File: config.mk
export PLATFORM = sky130hd
export DESIGN_NAME = hex_ascii_frame_crc8_encoder
export DESIGN_NICKNAME = d
export VERILOG_FILES = /design/src/hw/rtl/hafc_pkg.sv /design/src/hw/rtl/hafc_pack.sv /design/src/hw/rtl/hafc_ser.sv /design/src/hw/rtl/hex_ascii_frame_crc8_encoder.sv
export SDC_FILE = /design/constraint.sdc
export NUM_CORES = 1
export LEC_CHECK = 0
export BUFFER_PORTS_ARGS = -buffer_cell sky130_fd_sc_hd__buf_2
export CELL_PAD_IN_SITES_DETAIL_PLACEMENT = 1
export CELL_PAD_IN_SITES_GLOBAL_PLACEMENT = 1
export CORE_MARGIN = 2
export CORE_UTILIZATION = 30
export CTS_CLUSTER_DIAMETER = 120
export DETAILED_ROUTE_END_ITERATION = 7
export GPL_TIMING_DRIVEN = 1
export PLACE_DENSITY = 0.59
export SLEW_MARGIN = 20
export SYNTH_ARGS = -nofsm -noshare
export SYNTH_HDL_FRONTEND = slang
export SYNTH_HIERARCHICAL = 1
export SYNTH_SLANG_ARGS = --single-unit
File: constraint.sdc
create_clock -name i_clk -period 4.6 [get_ports i_clk]
set_input_delay 0.69 -clock i_clk [delete_from_list [all_inputs] [get_ports i_clk]]
set_output_delay 0.69 -clock i_clk [all_outputs]
set_load 0.05 [all_outputs]
File: src/hw/rtl/hafc_pkg.sv
// shared types, constants and helper functions for the hex ascii frame crc8 encoder
// no dependencies
`default_nettype none

package hafc_pkg;

    // frame layout
    localparam int QUAT_COUNT = 32;
    localparam logic [7:0] LAST_POS = 8'(1 + 4 * QUAT_COUNT);
    localparam logic [7:0] COUNT_POS = 8'd1;

    // crc-8 constants
    localparam logic [7:0] CRC_POLY = 8'h07;
    localparam logic [7:0] CRC_TOP = 8'h80;

    // characters
    localparam logic [7:0] FRAME_END = 8'd13;
    localparam int MAX_CHARS = 7;
    localparam logic [2:0] CNT_COUNT_WORD = 3'd2;
    localparam logic [2:0] CNT_DATA_WORD = 3'd4;
    localparam logic [2:0] CNT_TRAILER = 3'd3;

    // characters caused by one word, first character in entry 0
    typedef struct packed {
        logic [MAX_CHARS-1:0][7:0] chars;
        logic [2:0]                cnt;
    } t_pack_res;

    // uppercase hex digit for one nibble
    function automatic logic [7:0] hex_char(input logic [3:0] nib);
        logic [7:0] ch;
        if (nib < 4'd10) begin
            ch = 8'h30 + {4'h0, nib};
        end else begin
            ch = 8'h37 + {4'h0, nib};
        end
        return ch;
    endfunction

    // crc-8, polynomial 0x07, msb first, over one byte
    function automatic logic [7:0] crc8_byte(input logic [7:0] crc, input logic [7:0] b);
        logic [7:0] c;
        c = crc ^ b;
        for (int k = 0; k < 8; k++) begin
            if ((c & CRC_TOP) != 8'h00) begin
                c = {c[6:0], 1'b0} ^ CRC_POLY;
            end else begin
                c = {c[6:0], 1'b0};
            end
        end
        return c;
    endfunction

endpackage

`default_nettype wire

File: src/hw/rtl/hafc_pack.sv
// turns one 16-bit word plus frame state into its characters and the next state
// depends on hafc_pkg
`default_nettype none

module hafc_pack
    import hafc_pkg::*;
(
    input  wire logic [15:0] i_word,
    input  wire logic [7:0]  i_pos,
    input  wire logic [7:0]  i_crc,
    output t_pack_res        o_res,
    output logic [7:0]       o_next_pos,
    output logic [7:0]       o_next_crc
);

    logic       is_count;
    logic       close;
    logic [7:0] h0, h1, h2, h3;
    logic [7:0] c0, c1, c2, c3;
    logic [7:0] crc_digits;
    logic [7:0] t_hi, t_lo;

    assign is_count = (i_pos == COUNT_POS);
    assign close    = (i_pos >= LAST_POS);

    // digits, most significant first; the count word uses its low byte only
    always_comb begin
        if (is_count) begin
            h0 = hex_char(i_word[7:4]);
            h1 = hex_char(i_word[3:0]);
        end else begin
            h0 = hex_char(i_word[15:12]);
            h1 = hex_char(i_word[11:8]);
        end
        h2 = hex_char(i_word[7:4]);
        h3 = hex_char(i_word[3:0]);
    end

    // crc over the emitted digits
    assign c0 = crc8_byte(i_crc, h0);
    assign c1 = crc8_byte(c0, h1);
    assign c2 = crc8_byte(c1, h2);
    assign c3 = crc8_byte(c2, h3);
    assign crc_digits = is_count ? c1 : c3;

    assign t_hi = hex_char(crc_digits[7:4]);
    assign t_lo = hex_char(crc_digits[3:0]);

    // character list and count
    always_comb begin
        o_res.chars = '0;
        o_res.chars[0] = h0;
        o_res.chars[1] = h1;
        if (is_count) begin
            o_res.chars[2] = t_hi;
            o_res.chars[3] = t_lo;
            o_res.chars[4] = FRAME_END;
            o_res.cnt = close ? (CNT_COUNT_WORD + CNT_TRAILER) : CNT_COUNT_WORD;
        end else begin
            o_res.chars[2] = h2;
            o_res.chars[3] = h3;
            o_res.chars[4] = t_hi;
            o_res.chars[5] = t_lo;
            o_res.chars[6] = FRAME_END;
            o_res.cnt = close ? (CNT_DATA_WORD + CNT_TRAILER) : CNT_DATA_WORD;
        end
    end

    // next frame state
    assign o_next_pos = close ? 8'd0 : (i_pos + 8'd1);
    assign o_next_crc = close ? 8'd0 : crc_digits;

endmodule

`default_nettype wire

File: src/hw/rtl/hafc_ser.sv
// result register that sends the characters of one word, one per cycle while the sink is ready
// depends on hafc_pkg
`default_nettype none

module hafc_ser
    import hafc_pkg::*;
(
    input  wire logic       i_clk,
    input  wire logic       i_rst_n,
    input  wire logic       i_load,
    input  wire t_pack_res  i_res,
    output logic            o_free,
    output logic            o_tvalid,
    input  wire logic       i_tready,
    output logic [7:0]      o_tdata,
    output logic            o_tlast
);

    logic [MAX_CHARS-1:0][7:0] r_chars;
    logic [2:0]                r_left;
    logic                      take;

    assign take     = o_tvalid && i_tready;
    assign o_tvalid = (r_left != 3'd0);
    assign o_tdata  = r_chars[0];
    assign o_tlast  = (r_left == 3'd1);
    assign o_free   = (r_left == 3'd0) || (o_tlast && i_tready);

    // remaining character count
    always_ff @(posedge i_clk) begin
        if (!i_rst_n) begin
            r_left <= 3'd0;
        end else if (i_load) begin
            r_left <= i_res.cnt;
        end else if (take) begin
            r_left <= r_left - 3'd1;
        end
    end

    // character shift line, head at entry 0
    always_ff @(posedge i_clk) begin
        if (i_load) begin
            r_chars <= i_res.chars;
        end else if (take) begin
            r_chars <= {8'h00, r_chars[MAX_CHARS-1:1]};
        end
    end

endmodule

`default_nettype wire

File: src/hw/rtl/hex_ascii_frame_crc8_encoder.sv
// top level of the hex ascii frame crc8 encoder: input register, frame state, serializer
// depends on hafc_pkg, hafc_pack, hafc_ser
`default_nettype none

// Each 16-bit input word becomes uppercase ASCII hex characters sent one per
// cycle on the master side while m_axis_tready is high: 4 for a data word, 2
// for the count word (second word of a frame, low byte), and on the last word
// of a frame the digits are followed by the CRC-8 (poly 0x07, init 0, over the
// digits) as 2 hex digits and a carriage return. tlast marks the final character
// of each word. A word waiting in the input register is folded into the
// serializer on the cycle its last character leaves, so the output runs without
// gaps. With the serializer idle, a taken word passes through the input register
// and then the serializer register before its first character is valid.
module hex_ascii_frame_crc8_encoder
    import hafc_pkg::*;
(
    input  wire logic        i_clk,
    input  wire logic        i_rst_n,
    input  wire logic        s_axis_tvalid,
    output logic             s_axis_tready,
    input  wire logic [15:0] s_axis_tdata,   // [15:0] word_value
    output logic             m_axis_tvalid,
    input  wire logic        m_axis_tready,
    output logic [7:0]       m_axis_tdata,   // [7:0] char_out
    output logic             m_axis_tlast    // last_of_run
);

    logic        r_in_valid;
    logic [15:0] r_in_word;
    logic [7:0]  r_pos;
    logic [7:0]  r_crc;
    logic [7:0]  n_pos;
    logic [7:0]  n_crc;
    logic        ser_free;
    logic        load;
    t_pack_res   pack_res;

    assign load          = r_in_valid && ser_free;
    assign s_axis_tready = !r_in_valid || ser_free;

    // input word register
    always_ff @(posedge i_clk) begin
        if (!i_rst_n) begin
            r_in_valid <= 1'b0;
        end else if (s_axis_tready) begin
            r_in_valid <= s_axis_tvalid;
        end
    end

    always_ff @(posedge i_clk) begin
        if (s_axis_tvalid && s_axis_tready) begin
            r_in_word <= s_axis_tdata;
        end
    end

    // character and crc logic
    hafc_pack u_pack (
        .i_word     (r_in_word),
        .i_pos      (r_pos),
        .i_crc      (r_crc),
        .o_res      (pack_res),
        .o_next_pos (n_pos),
        .o_next_crc (n_crc)
    );

    // frame state advances when a word moves to the serializer
    always_ff @(posedge i_clk) begin
        if (!i_rst_n) begin
            r_pos <= 8'd0;
            r_crc <= 8'd0;
        end else if (load) begin
            r_pos <= n_pos;
            r_crc <= n_crc;
        end
    end

    // output serializer
    hafc_ser u_ser (
        .i_clk    (i_clk),
        .i_rst_n  (i_rst_n),
        .i_load   (load),
        .i_res    (pack_res),
        .o_free   (ser_free),
        .o_tvalid (m_axis_tvalid),
        .i_tready (m_axis_tready),
        .o_tdata  (m_axis_tdata),
        .o_tlast  (m_axis_tlast)
    );

`ifndef SYNTH
    // position never runs past the last word of a frame
    a_pos_range: assert property (@(posedge i_clk) disable iff (!i_rst_n)
        r_pos <= LAST_POS)
        else $error("frame position out of range");

    // closing the frame clears crc and position
    a_frame_close: assert property (@(posedge i_clk) disable iff (!i_rst_n)
        load && (r_pos >= LAST_POS) |=> (r_pos == 8'd0) && (r_crc == 8'd0))
        else $error("frame state not cleared at frame end");

    // a waiting word is not lost while the serializer is busy
    a_hold_word: assert property (@(posedge i_clk) disable iff (!i_rst_n)
        r_in_valid && !ser_free |=> r_in_valid && $stable(r_in_word))
        else $error("pending word dropped");

    // after the last character with nothing loaded, the output goes idle
    a_drain: assert property (@(posedge i_clk) disable iff (!i_rst_n)
        m_axis_tvalid && m_axis_tready && m_axis_tlast && !load |=> !m_axis_tvalid)
        else $error("output valid after last character");
`endif

endmodule

`default_nettype wire

==> impl_metrics.tcl, run 1 <==
set metrics [dict create \
    setup_viol 0 \
    relSlewSlack 0.432 \
    start_kind "flop" \
    yosys.area.top_type "edfxtp_1" \
    path_class "flop to flop" \
    r2r_slack_ns 0.17 \
    initial_utilization 0.308 \
    status "complete, no violations" \
    fin_skew_ns 0.00908 \
    cts_tree "built" \
    clk_root_buffer_cell "clkbuf_16" \
    grt_max_degree 52 \
    synth_edf_count 72 \
    syn_area_per_cell_um2 11.3 \
    cts_max_path_buffers 2 \
    synth.ff_latch_count 92 \
    dr_wl_met2_um 7860 \
    drt-vias-per-instance 4.81 \
    hold_violations 0 \
    grt_usage 0.151 \
    cp.arrival_ns 4.55 \
    path_max_fanout 6 \
    ant_nets 0 \
    worstSkewPairLatency_ns 0.36 \
    area_growth_pct 12.2 \
    die_area_um2 22900 \
    hpwlAfterDp_um 11900 \
    async_flop_share 0 \
    routabilityCongestion 0.911 \
    cts_made_buffers 9 \
    netlist_area_um2 6520 \
    crit_required_ns 4.72 \
    clkTransAtPathRegs_ns 0.07 \
    grt_antenna_before_repair 0 \
    first_iter_violations 267 \
    max_clock_freq_ghz 0.226 \
    io_pins 31 \
    cp-end-kind "flop" \
    rows 53 \
    grt_pass1_wl_um 25800 \
    layout-drive-gt1-share 0.294 \
    synthCells 579 \
    vias 4325 \
    first_pass_iters 4 \
    wl_met3_um 387 \
    die_w_um 151 \
    maxCapViolCount 0 \
    synth_ff_type "edfxtp_1" \
    die_h_um 151 \
    worstMarginPinSlew_ns 0.846 \
    hold_ws_ns 0.492 \
    post-route-period-util 0.963 \
    num_antenna_cells 0 \
    synth_top_area_share 0.332 \
    finalNetCount 653 \
    synth.yosys.warnings 6 \
    wire_per_inst_um 18.1 \
    synth-seq-area-share 0.393 \
    finalWirelength_um 16300 \
    coreArea_um2 21200 \
    slew_violations 0 \
    yosysUniqueCellTypes 72 \
    routed.top_layer "met4" \
    finalWorstPathRequiredPeriod_ns 4.43 \
    cts.htree.levels 3 \
    overflow 0 \
    grt_pass1_vias 4507 \
    cts_num_sinks 92 \
    synth_area_leaders "edfxtp_1 33%, mux2_2 8.8%, xnor2_1 6.3%" \
    hold_class "flop to flop" \
    drc 0 \
    drt-met1-wl_um 7680 \
    portBuffers 30 \
]
==> state kept, by name, indices dropped and copies added (netlist names) <==
| signal | cells |
|---|---|
| r_in_valid | 1 |
| u_ser/r_left | 3 |
| u_ser/r_chars | 48 |
| u_ser/o_tdata | 8 |
| r_in_word | 16 |
| r_crc | 8 |
| r_pos | 8 |
==> area by class of cell <==
cell class              instances  area (um^2)
fillers                      2317        13800
multi-input cells             423         3580
flip-flops and latches         92         2560
repair buffers                 69          443
well taps                     275          344
clock buffers                   9          225
inverters                      25         93.8
clock inverters                 7         71.3
==> stage by stage <==
stage / utilization / setup slack, ns / cells / TNS, ns / instance area [um^2]
after floorplan: - / 0.214 / 589 / 0 / 6560
after global placement: 0.327 / 0.160 / 876 / 0 / 6910
after detailed placement: 0.327 / 0.00796 / 876 / 0 / 6910
after CTS: 0.341 / 0.0275 / 892 / 0 / 7220
after global routing: 0.346 / -0.00435 / 900 / -0.00648 / 7320
final: 0.346 / 0.172 / 900 / 0 / 7320
==> placed cells by master (no fill, tap or decap), types with 5 or more instances in the layout <==
| cell type | instances |
|---|---|
| mux2i_1 | 15 |
| o21ai_2 | 9 |
| inv_1 | 24 |
| conb_1 | 11 |
| nand2_1 | 42 |
| xnor2_1 | 45 |
| clkbuf_16 | 9 |
| xnor2_2 | 6 |
| xor2_1 | 23 |
| and3_1 | 6 |
| o21ai_0 | 19 |
| xnor3_1 | 10 |
| nor2b_1 | 7 |
| o21ai_1 | 5 |
| and2_1 | 15 |
| edfxtp_1 | 72 |
| a21oi_1 | 19 |
| buf_4 | 39 |
| buf_2 | 30 |
| dfxtp_1 | 19 |
| mux2_2 | 50 |
| nor2_1 | 30 |
| nand4_1 | 18 |
| ha_1 | 13 |
| nand3_1 | 9 |
==> path summary, 6_finish.rpt <==
check                           startpoint  depth (start not counted)                end
worst max-delay path              r_pos[1]                         18  u_ser/r_chars[18]
worst min-delay path              r_crc[3]                          2           r_crc[3]
worst max register to register    r_pos[1]                         18  u_ser/r_chars[18]
worst min register to register    r_crc[3]                          2           r_crc[3]
==> synth_stat cells, types with 3 or more instances <==
library cell and n:
nand4_1 18, buf_4 25, a21oi_1 19, xnor2_2 4, buf_2 4, edfxtp_1 72, xnor2_1 47, a21o_1 4
buf_6 7, a31oi_1 4, clkbuf_1 10, nor2b_1 7, xnor3_2 3, xor2_1 24, ha_1 13, nand2b_1 4
nor2_1 30, xnor3_1 10, o21ai_0 19, mux2i_1 15, a21boi_0 3, nand4b_1 3, inv_1 24, o21ai_1 5
nand2_1 43, nand3_1 9, and3_1 6, and2_1 15, mux2_2 51, xnor2_4 3, o21ai_2 9, dfxtp_1 20
==> timing repair <==
action,CTS,global route
setup buffers,0,7
endpoints found under the setup margin,1,9
hold buffers,0,0
hold endpoints to repair,0,0
cloned,0,1
pin swaps,0,2
gates resized for setup,2,8
==> routing by layer <==
layer | vias to the layer above | track usage
li1 | 2091 | -
met3 | 17 | 0.0169
met4 | 0 | 0.0598
met2 | 59 | 0.251
met5 | - | 0
met1 | 2158 | 0.201
==> logic make-up (layout without fill, tap and decap cells) <==
group / Yosys count / after routing / share of synthesized area
AND/OR/NAND/NOR: 152 / 153 / 0.127
XOR/XNOR: 95 / 95 / 0.177
flip-flops: 92 / 92 / 0.393
AO/OA/AOI/OAI: 80 / 80 / 0.0798
buffers and inverters: 75 / 110 / 0.0731
multiplexers: 71 / 71 / 0.125
adder cells (fa/ha/maj): 13 / 13 / 0.0249
other: 1 / 11 / 0.000575
==> critical path: stages, from the launching register on <==
cell and delay [ns]:
dfxtp_2 0.38, inv_1 0.08, ha_1 0.21, nor4b_4 0.13, buf_4 0.17, buf_4 0.14, and3_1 0.20, a31oi_4 0.20
xnor2_2 0.15, xnor3_1 0.42, xnor3_2 0.42, xnor3_1 0.34, nand2_1 0.11, xor2_2 0.17, ha_1 0.18, a21boi_1 0.19
mux2i_1 0.28, mux2i_1 0.12, mux2_2 0.28
Power of run 1 is not shown: default switching activity piles up to over one toggle a cycle in this logic, so the estimate is an artifact.
==> run 2, diff against run 1 <==
BUFFER_PORTS_ARGS = not set   (was -buffer_cell sky130_fd_sc_hd__buf_2)
DONT_BUFFER_PORTS = 1   (was not set)
PLACE_DENSITY = 0.57   (was 0.59)
SLEW_MARGIN = not set   (was 20)
==> run 2 against run 1 <==
  * Non-clock buffer count down 31
  * Via count decreased by 3.5%
  * Final cell count is 3.6% lower
==> impl_metrics.tcl, run 2 (same netlist as run 1, synthesis figures left out) <==
set metrics [dict create \
    cp.arrival_ns 4.48 \
    slowest_stage "xnor3_2" \
    cp_top_family "XOR/XNOR gates" \
    finalNetCount 621 \
    wire_per_inst_um 18.8 \
    relSlewSlack 0.407 \
    cp_common_cell "xnor3_2" \
    vias 4173 \
    startpoint "r_pos[1]" \
    cts_made_buffers 9 \
    die_area_um2 22900 \
    layout-drive-gt1-share 0.265 \
    die_h_um 151 \
    finalWirelength_um 16400 \
    hpwlAfterDp_um 12200 \
    start_kind "flop" \
    cts_num_sinks 92 \
    timing.rr.end "u_ser/r_chars[28]" \
    r2r_slack_ns 0.23 \
    ant_nets 0 \
    grt_usage 0.152 \
    reg2reg_depth 15 \
    slew_violations 0 \
    hold_ws_ns 0.431 \
    routabilityCongestion 0.834 \
    path_cells "inv_1 -> ha_1 -> nor4b_4 -> nand2_4 -> mux2i_2 -> xnor2_1 -> xnor3_2 -> xnor3_2 -> xnor2_4 -> xor2_1 -> mux2i_1 -> ha_2 -> o21a_1 -> o22a_1 -> mux2_2" \
    path_max_fanout 7 \
    path_buf_inv 1 \
    top_register "u_ser/r_chars" \
    path_class "flop to flop" \
    hold_violations 0 \
    max_clock_freq_ghz 0.229 \
    cts.htree.levels 3 \
    final_common_cell "edfxtp_1" \
    rr_startpoint "r_pos[1]" \
    first_pass_iters 4 \
    clkTransAtPathRegs_ns 0.07 \
    num_antenna_cells 0 \
    clk_root_buffer_cell "clkbuf_16" \
    fin_skew_ns 0.0155 \
    cts_tree "built" \
    initial_utilization 0.308 \
    path_depth 15 \
    cp-end-kind "flop" \
    die_w_um 151 \
    crit_required_ns 4.70 \
    drc 0 \
    first_iter_violations 233 \
    largest_register_ffs 48 \
    reg_top3 "u_ser/r_chars (48), r_in_word (16)" \
    hold_class "primary input to flop" \
    finalWorstPathRequiredPeriod_ns 4.37 \
    layout_common_cells "72 x edfxtp_1, 50 x mux2_2, 44 x xnor2_1" \
    drt-vias-per-instance 4.81 \
    maxCapViolCount 0 \
    coreArea_um2 21200 \
    endpoint "u_ser/r_chars[28]" \
    area_growth_pct 9.88 \
    worstSkewPairLatency_ns 0.35 \
    cts_max_path_buffers 2 \
    grt_pass1_vias 4405 \
    worstMarginPinSlew_ns 0.883 \
    rows 53 \
    grt_antenna_before_repair 0 \
    grt_max_degree 57 \
    setup_viol 0 \
    io_pins 31 \
    grt_pass1_wl_um 26200 \
    status "complete, no violations" \
    post-route-period-util 0.951 \
    cpPeakStageDelay_ns 0.53 \
    overflow 0 \
    portBuffers 0 \
    rsz0062_at_grt "true" \
]
[run 2: worst min path at each step]
stage / slack (ns) / cells after the start / from / endpoint
2_1_floorplan: 0.45 / 2 / r_crc[0] / r_crc[0]
3_3_place_gp: 0.47 / 2 / r_crc[3] / r_crc[3]
3_5_place_dp: 0.49 / 2 / r_crc[3] / r_crc[3]
4_1_cts: 0.42 / 0 / s_axis_tdata[6] / r_in_word[6]
5_1_grt: 0.41 / 0 / s_axis_tdata[5] / r_in_word[5]
6_report: 0.43 / 0 / s_axis_tdata[6] / r_in_word[6]
[run 2: layer usage]
metal | global-route usage | wire (um) | vias to the layer above
met5 | 0 | 0 | -
met4 | 0.0514 | 289 | 0
met3 | 0.0205 | 499 | 12
met2 | 0.250 | 7770 | 61
met1 | 0.205 | 7790 | 2068
li1 | - | - | 2032
[run 2: worst register-to-register path, delay by kind of cell (launching register included)]
| family | cells | cell delay, ns |
|---|---|---|
| adders and majority gates | 2 | 0.42 |
| DFF | 1 | 0.35 |
| muxes | 3 | 0.61 |
| and+or+nand+nor | 2 | 0.45 |
| xor gates and xnor gates | 5 | 1.80 |
| AOI/OAI and AO/OA | 2 | 0.42 |
| buffers and inverters | 1 | 0.08 |
[run 2: layout make-up]
type / count / area (um^2)
fill: 2317 / 14000
inverter: 25 / 93.8
sequential: 92 / 2560
timing repair buffer: 38 / 289
multi-input combinational: 422 / 3580
clock buffer: 9 / 225
clock inverter: 7 / 68.8
tap: 275 / 344
[run 2: metrics by stage]
stage               cell area, um^2   util  worst slack [ns]  cells  TNS [ns]
floorplan                      6560      -             0.214    589         0
finish                         7170  0.339             0.227    868         0
CTS                            7090  0.335            0.0277    866         0
global route                   7170  0.339           -0.0192    868   -0.0192
detailed placement             6790  0.321          -0.00186    850  -0.00186
global placement               6790  0.321            0.0362    850         0
[run 2: repair_timing]
action                     in CTS  in global routing
pin swaps                       0                  4
hold buffers                    0                  0
setup endpoints to repair       2                 14
resized for setup               1                 14
setup buffers                   0                  2
Power of run 2 is left out for the same reason.
==> run 3, diff against run 2 <==
clock period = 3.7 ns   (was 4.6 ns; I/O delays follow)
==> run 3 against run 2 <==
  * The run now ends with negative setup slack left
  * Wire length increased by 17%
  * Sequential share of layout area is 6.3 points lower
  * Utilization rose by 7.3 points
  * Via count grew 14%
  * Setup slack got worse by 0.70 ns
  * Die area did not move
  * Worst hold slack lost 0.15 ns
==> impl_metrics.tcl, run 3 (same netlist as run 1, synthesis figures left out) <==
set metrics [dict create \
    status "finished, violations left" \
    violations "negative setup slack" \
    routabilityCongestion 0.891 \
    cts.htree.levels 3 \
    worstSkewPairLatency_ns 0.37 \
    path_buf_inv 2 \
    start_kind "flop" \
    path_cells "inv_2 -> ha_4 -> or4b_4 -> o211ai_1 -> o2111ai_4 -> xnor3_4 -> buf_6 -> xnor2_4 -> xnor3_2 -> xnor2_4 -> xor2_1 -> mux2i_1 -> ha_2 -> o21a_4 -> o21a_1 -> mux2_4" \
    ant_nets 0 \
    finalWorstPathRequiredPeriod_ns 4.18 \
    relSlewSlack 0.418 \
    num_antenna_cells 0 \
    regArea_um2 2570 \
    r2r_slack_ns -0.48 \
    dpl_cell_area_um2 7570 \
    hp-start "s_axis_tdata[15]" \
    portBuffers 0 \
    area_growth_pct 33.7 \
    cts_tree "built" \
    largest_register_ffs 48 \
    final_common_cell "buf_4" \
    startpoint "r_pos[1]" \
    max_clock_freq_ghz 0.239 \
    reg_top3 "u_ser/r_chars (48), r_in_word (16)" \
    final_util 0.412 \
    hpwlAfterDp_um 13300 \
    grt_antenna_before_repair 0 \
    dp.cells 946 \
    multi_input_area_um2 4030 \
    first_iter_violations 247 \
    post-route-period-util 1.13 \
    hold_class "primary input to flop" \
    layout-drive-gt1-share 0.467 \
    grt_max_degree 57 \
    instances_no_fill 1003 \
    maxCapViolCount 0 \
    slowest_stage "xnor3_4" \
    finalWirelength_um 19100 \
    cts_num_sinks 92 \
    overflow 0 \
    cp_common_cell "xnor2_4" \
    hold_violations 0 \
    setup_viol 27 \
    cp_top_family "XOR/XNOR gates" \
    cts_made_buffers 9 \
    worst_slack_ns -0.476 \
    clkTransAtPathRegs_ns 0.08 \
    finalNetCount 756 \
    die_area_um2 22900 \
    die_h_um 151 \
    clk_root_buffer_cell "clkbuf_16" \
    cp-end-kind "flop" \
    die_w_um 151 \
    grt_pass1_wl_um 29000 \
    grt_pass1_vias 5133 \
    top_register "u_ser/r_chars" \
    path_max_fanout 4 \
    coreArea_um2 21200 \
    grt_usage 0.170 \
    cp.arrival_ns 4.29 \
    initial_utilization 0.308 \
    drt-vias-per-instance 4.74 \
    slew_violations 0 \
    vias 4758 \
    layout_common_cells "152 x buf_4, 72 x edfxtp_1, 38 x nand2_1" \
    rr_startpoint "r_pos[1]" \
    io_pins 31 \
    nFillCells 2318 \
    worstMarginPinSlew_ns 0.873 \
    crit_required_ns 3.81 \
    fin_area_um2 8720 \
    fin_skew_ns 0.0121 \
    path_class "flop to flop" \
    hold_ws_ns 0.278 \
    drc 0 \
    wire_per_inst_um 19.0 \
    cts_max_path_buffers 2 \
    rsz0062_at_grt "true" \
    rows 53 \
    cpPeakStageDelay_ns 0.48 \
    first_pass_iters 4 \
]
-- run 3: path summary, 6_finish.rpt --
check / depth (start not counted) / endpoint
max reg2reg: 16 / u_ser/r_chars[44]
min reg2reg: 2 / r_crc[3]
max: 16 / u_ser/r_chars[44]
min: 0 / r_in_word[15]
-- run 3: worst register-to-register path: stages, from the launching register on --
cell and delay [ns]:
dfxtp_2 0.33, inv_2 0.07, ha_4 0.13, or4b_4 0.44
o211ai_1 0.26, o2111ai_4 0.16, xnor3_4 0.48, buf_6 0.15
xnor2_4 0.14, xnor3_2 0.34, xnor2_4 0.24, xor2_1 0.19
mux2i_1 0.12, ha_2 0.23, o21a_4 0.24, o21a_1 0.16
mux2_4 0.25
-- run 3: repair_timing --
item	4_1_cts	5_1_grt
setup endpoints to repair	26	34
hold buffers	0	0
setup buffers	23	21
pin swaps	26	26
resized for setup	53	69
-- run 3: cell type report --
class	instances	area share
Clock buffer	9	0.0258
Clock inverter	7	0.00717
Timing Repair Buffer	173	0.159
Sequential cell	92	0.294
Tap cell	275	0.0395
Multi-Input combinational cell	422	0.463
Inverter	25	0.0110
-- run 3: through the flow --
step	setup WS (ns)	TNS, ns
2_1_floorplan	-0.375	-3.70
3_3_place_gp	-0.433	-7.23
3_5_place_dp	-0.519	-8.78
4_1_cts	-0.406	-7.01
5_1_grt	-0.648	-12.76
6_report	-0.476	-8.58
-- run 3: per-layer routing --
metal | GRT usage | share of wire
met5 | 0 | 0
met4 | 0.0467 | 0.022
met3 | 0.0367 | 0.031
met2 | 0.294 | 0.51
met1 | 0.212 | 0.44
Power of run 3 is left out for the same reason.
